### src/design/ptsd_pkg.sv
// Shared widths, region codes and inter-stage word types for the point to
// segment distance pipeline. No dependencies.
package ptsd_pkg;

    localparam int CoordW = 16;                 // Q12.4 coordinate width
    localparam int DiffW  = CoordW + 1;         // coordinate difference
    localparam int ProdW  = 2 * DiffW;          // product of two differences
    localparam int SumW   = ProdW + 1;          // signed sum of two products
    localparam int ValW   = ProdW;              // unsigned squared distance
    localparam int HalfW  = ValW / 2;           // split of the cross magnitude
    localparam int NumW   = 2 * ValW - 1;       // cross squared
    localparam int RootW  = ValW / 2;           // square root width
    localparam int DistW  = 17;                 // distance field width
    localparam int DivSteps  = ValW;
    localparam int RootSteps = RootW;

    localparam logic [1:0] RegionStart    = 2'd0;
    localparam logic [1:0] RegionInterior = 2'd1;
    localparam logic [1:0] RegionEnd      = 2'd2;

    typedef struct packed {
        logic signed [CoordW-1:0] ey;
        logic signed [CoordW-1:0] ex;
        logic signed [CoordW-1:0] sy;
        logic signed [CoordW-1:0] sx;
        logic signed [CoordW-1:0] py;
        logic signed [CoordW-1:0] px;
    } t_coords;

    typedef struct packed {
        logic [1:0]      region;
        logic [NumW-1:0] num;
        logic [ValW-1:0] den;
    } t_div_word;

    typedef struct packed {
        logic [1:0]      region;
        logic [ValW-1:0] val;
    } t_root_word;

endpackage

### src/design/ptsd_sqrt.sv
// Integer square root, two radicand bits per register stage.
// Depends on ptsd_pkg.
module ptsd_sqrt import ptsd_pkg::*; (
    input  logic             i_clk,
    input  logic             i_rst_n,
    input  logic             i_vld,
    output logic             o_rdy,
    input  t_root_word       i_word,
    output logic             o_vld,
    input  logic             i_rdy,
    output logic [RootW-1:0] o_root,
    output logic [1:0]       o_region
);
    logic [RootSteps-1:0] r_v;
    logic [RootSteps:0]   en;
    logic [RootW:0]       r_rem  [RootSteps];
    logic [RootW-1:0]     r_root [RootSteps];
    logic [ValW-1:0]      r_val  [RootSteps];
    logic [1:0]           r_reg  [RootSteps];
    logic [RootW:0]       n_rem  [RootSteps];
    logic [RootW-1:0]     n_root [RootSteps];

    always_comb begin
        en[RootSteps] = i_rdy;
        for (int i = RootSteps - 1; i >= 0; i--) begin
            en[i] = !r_v[i] || en[i+1];
        end
    end
    assign o_rdy = en[0];

    always_comb begin
        logic [RootW:0]   s_rem;
        logic [RootW-1:0] s_root;
        logic [ValW-1:0]  s_val;
        logic [RootW+2:0] t, trial;
        logic             ge;
        for (int i = 0; i < RootSteps; i++) begin
            if (i == 0) begin
                s_rem  = '0;
                s_root = '0;
                s_val  = i_word.val;
            end else begin
                s_rem  = r_rem[i-1];
                s_root = r_root[i-1];
                s_val  = r_val[i-1];
            end
            t     = {s_rem, s_val[ValW-1:ValW-2]};
            trial = {1'b0, s_root, 2'b01};
            ge    = t >= trial;
            if (ge) begin
                t = t - trial;
            end
            n_rem[i]  = t[RootW:0];
            n_root[i] = {s_root[RootW-2:0], ge};
        end
    end

    always_ff @(posedge i_clk) begin
        if (!i_rst_n) begin
            r_v <= '0;
        end else begin
            for (int i = 0; i < RootSteps; i++) begin
                if (en[i]) begin
                    r_v[i] <= (i == 0) ? i_vld : r_v[i-1];
                end
            end
        end
    end

    always_ff @(posedge i_clk) begin
        for (int i = 0; i < RootSteps; i++) begin
            if (en[i]) begin
                r_rem[i]  <= n_rem[i];
                r_root[i] <= n_root[i];
                r_val[i]  <= (i == 0) ? (i_word.val << 2) : (r_val[i-1] << 2);
                r_reg[i]  <= (i == 0) ? i_word.region : r_reg[i-1];
            end
        end
    end

    assign o_vld    = r_v[RootSteps-1];
    assign o_root   = r_root[RootSteps-1];
    assign o_region = r_reg[RootSteps-1];
endmodule

### config.mk
export PLATFORM = sky130hd
export DESIGN_NAME = ptsd_sqrt
export DESIGN_NICKNAME = d
export VERILOG_FILES = /design/src/design/ptsd_pkg.sv /design/src/design/ptsd_sqrt.sv
export SDC_FILE = /design/constraint.sdc
export NUM_CORES = 1
export LEC_CHECK = 0
export ABC_AREA = 1
export BUFFER_PORTS_ARGS = -buffer_cell sky130_fd_sc_hd__buf_2
export CAP_MARGIN = 30
export CORE_ASPECT_RATIO = 0.8
export CORE_MARGIN = 3
export CORE_UTILIZATION = 55
export CTS_CLUSTER_SIZE = 28
export DETAILED_ROUTE_END_ITERATION = 8
export MAX_ROUTING_LAYER = met4
export PLACE_DENSITY = 0.71
export SLEW_MARGIN = 30
export SYNTH_ARGS = -nofsm -noshare
export SYNTH_HDL_FRONTEND = slang
export SYNTH_SLANG_ARGS = --single-unit
### constraint.sdc
create_clock -name i_clk -period 15.31 [get_ports i_clk]
set_input_delay 0.7655 -clock i_clk [delete_from_list [all_inputs] [get_ports i_clk]]
set_output_delay 0.7655 -clock i_clk [all_outputs]
set_load 0.01 [all_outputs]
==> results.md <==
- Status: complete, no violations
- WS Path Type: flip-flop to primary output
- CTS tree: yes
- R2R depth: 9
- Endpoints failing setup: 0
- Hold buffer count at CTS: 0
- Cell mode on critical path: nor2_4
- Cell area after synthesis: ~34,000 sq um
- Pwr Density: approximately 150 nW/um^2
- Via Count: roughly 20,000
- Max FFs per register: approximately 270
- Layout Skew: 0.0311 ns
- Post-synth EDFFs: 727
- Nets@finish: between 3,000 and 4,000
- DRC: 0
- Vias in the first global route: between 20,000 and 25,000
- Startpoint Class: flip-flop
- Postcts setup bufs: 0
- Initial antenna violation count: 0
- CTS buffer count: between 70 and 80
- CP max stage delay: between 0.6 and 0.7 ns
- Die area: 65,700 sq um
- Final wirelength: ~63,000 um
- Period utilization: approximately two fifths
- Detail Placement HPWL: roughly 47,000 um
- Final ANT Viol Nets: 0
- TritonRoute pass-1 iters: 6
- Layout cells sized above 1: between 10 and 15%
- DIE HEIGHT: ~230 um
- Fmax achieved: 168 MHz
- Via density: roughly 5.3
- 1st-iter DRT viols: roughly 1,400
- Crit-path slowest cell: nand4_4
- Number of synthesized register bits: between 700 and 800
- Final slew viol count: 0
- Main synth FF type: edfxtp_1
- P&R area growth vs syn: 10.5%
- H-tree Lvls: 3
- Setup TNS: 0 ns
- Slew headroom: 44.1%
- Most flops, register: r_val
- Synth Area per Inst: 12.0 sq um
- First-pass GRT wire length: slightly above 100,000 um
- GRT overflow: 0
- Sinks on Clock Net: between 700 and 800
- Total power: approximately 0.0058 W
- Util after Layout: approximately three fifths
- Distinct cells, synth: 60
- Sequential share of the synthesized area: between 60 and 70%
- Die X: roughly 290 um
- Leak: around 16 nW
- Hold Crit Class: input port to flip-flop
- Most frequent cells in the layout: edfxtp_1 (727), nand2_1 (437), inv_1 (370), nor2_1 (193), ha_1 (171)
- YS warnings: 0
- RSZ-0062 raised after global routing: false
- PortBufs: 60
- Clock root cell: clkbuf_16
- WL per Instance: between 15 and 20 um
- Syn nets: slightly above 3,000
- Top Registers: r_val: 272 flops, r_rem: 268 flops, r_root: 153 flops
- Clk buf depth: 3
- Critical Path RT: about 15 ns
- Final Hold Fails: 0
- Peak VDD IR: around 0.00011 V
- Largest net degree at the start of global routing: 53
- WP data arrival: 5.20 ns
- Row count: just over 80
- Most common cell after layout, fill and taps aside: edfxtp_1
- Worst-path clk slew: ~0.06 ns
- # resized after CTS: 0
- Slew @ Worst Pin: 0.837 ns
- Dpl cells: between 3,000 and 4,000
- Critical Path Fanout Max: 52
- Post-synth ARST share: 0%
- Initial core utilization: a little under three fifths
- Tmin final: 5.97 ns
- CP Capture Type: primary output
- Critical path cell sequence: nand3_2 > nor2_4 > nand4_4 > nor2_4 > nand4_4 > nor2_4 > nand4_4 > buf_4 > nor2_4 > nand3_2 > buf_4 > buf_2
- Core Area: a little over 60,000 sq um
- Fin cells: just under 4,000
- Top-level port count: 61
- Clk Latency, worst-skew pair: approximately 0.62 ns
- # diodes: 0
- Hold Crit Depth: 1
- Tot GR Track Use: 19.7%
- Max-cap violations: 0
- Cell count after synthesis: about 2,900
- Placer congestion estimate: between 0.9 and 1
==> kinds of logic (layout without fill, tap and decap cells) <==
| logic type | Yosys count | in the layout | synth area share [%] |
|---|---|---|---|
| other | 1 | 1 | 0.0109 |
| AOI/OAI and AO/OA | 448 | 448 | 7.72 |
| xor gates and xnor gates | 191 | 191 | 4.88 |
| and+or+nand+nor | 897 | 897 | 11.9 |
| buffers and inverters | 415 | 590 | 4.89 |
| DFF | 744 | 744 | 64.3 |
| adders and majority gates | 171 | 171 | 6.21 |
==> where the power goes <==
part | switching (W) | leakage [nW] | internal (W)
Combinational | 0.000706 | 7.43 | 0.000452
Sequential | 0.000227 | 7.50 | 0.00267
Clock | 0.000744 | 1.15 | 0.00102
Total | 0.00168 | 16.1 | 0.00414
==> path summary, 6_finish.rpt <==
kind                                     from            end  slack (ns)
worst max-delay path                  r_v[16]          o_rdy        9.34
worst min register to register  r_val[0][244]  r_val[0][278]        0.41
worst max register to register        r_v[16]   r_rem[0][82]        9.99
worst min-delay path               i_word[30]   r_val[0][30]        0.32
==> synthesized netlist by cell type (3+ instances only) <==
cell,n,share of area [%]
o21bai_1,10,0.22
nor2_2,11,0.20
buf_2,6,0.087
nor2_4,10,0.33
a21boi_0,4,0.087
a21oi_2,7,0.18
nor2_1,193,2.1
nor3_1,40,0.58
edfxtp_1,727,63
o211ai_1,5,0.11
inv_2,12,0.13
ha_1,171,6.2
o21ai_1,40,0.58
nand2_4,7,0.23
nand2_1,440,4.8
xnor2_1,80,2.0
o21a_1,11,0.24
inv_1,371,4.0
a21o_1,13,0.28
dfxtp_1,17,0.99
a211oi_1,7,0.15
xor2_1,110,2.8
a31oi_1,18,0.33
nor4_1,11,0.20
nand2_2,21,0.38
or2_2,12,0.22
nor3_2,6,0.17
buf_6,11,0.36
buf_4,7,0.15
nand3_2,6,0.17
nand4_1,32,0.58
o21ai_2,38,0.97
inv_4,5,0.091
nand4_4,3,0.19
a21oi_1,151,2.2
nand3b_1,6,0.13
nand3_1,89,1.3
a41oi_1,3,0.076
o21ai_0,126,1.8
==> layer usage <==
metal  up-vias  global-route usage [%]  part of all wire (%)  wire (um)
li1      10223                       -                     -          -
met3       145                    3.12                   4.1       2560
met4         0                    6.25                   2.8       1760
met2       471                    31.3                    47      29300
met1      9653                    26.4                    46      28900
met5         -                       -                     0          0
==> metrics by stage <==
| stage | hold WS [ns] | worst slack, ns | area (sq um) |
|---|---|---|---|
| 2_1_floorplan | 0.400 | 9.61 | 34500 |
| 3_3_place_gp | 0.400 | 9.13 | 35600 |
| 3_5_place_dp | 0.405 | 9.39 | 35700 |
| 4_1_cts | 0.287 | 9.26 | 38100 |
| 5_1_grt | 0.291 | 8.83 | 38100 |
| 6_report | 0.322 | 9.34 | 38100 |
==> final cells by class <==
class                           count  area [sq um]
Timing Repair Buffer               69           388
Clock buffer                       91          1880
Inverter                          388          1470
Tap cell                          830          1040
Multi-Input combinational cell   1708         10600
Clock inverter                     42           495
Sequential cell                   744         22200
Fill cell                        4684         23400
==> worst max-delay path: cells and delay by family, from the launching register on <==
kind,cells,cell delay [ns]
buf+inv,3,0.84
flops,1,0.37
simple gates,9,3.33
Power figures use the tool's default switching activity.
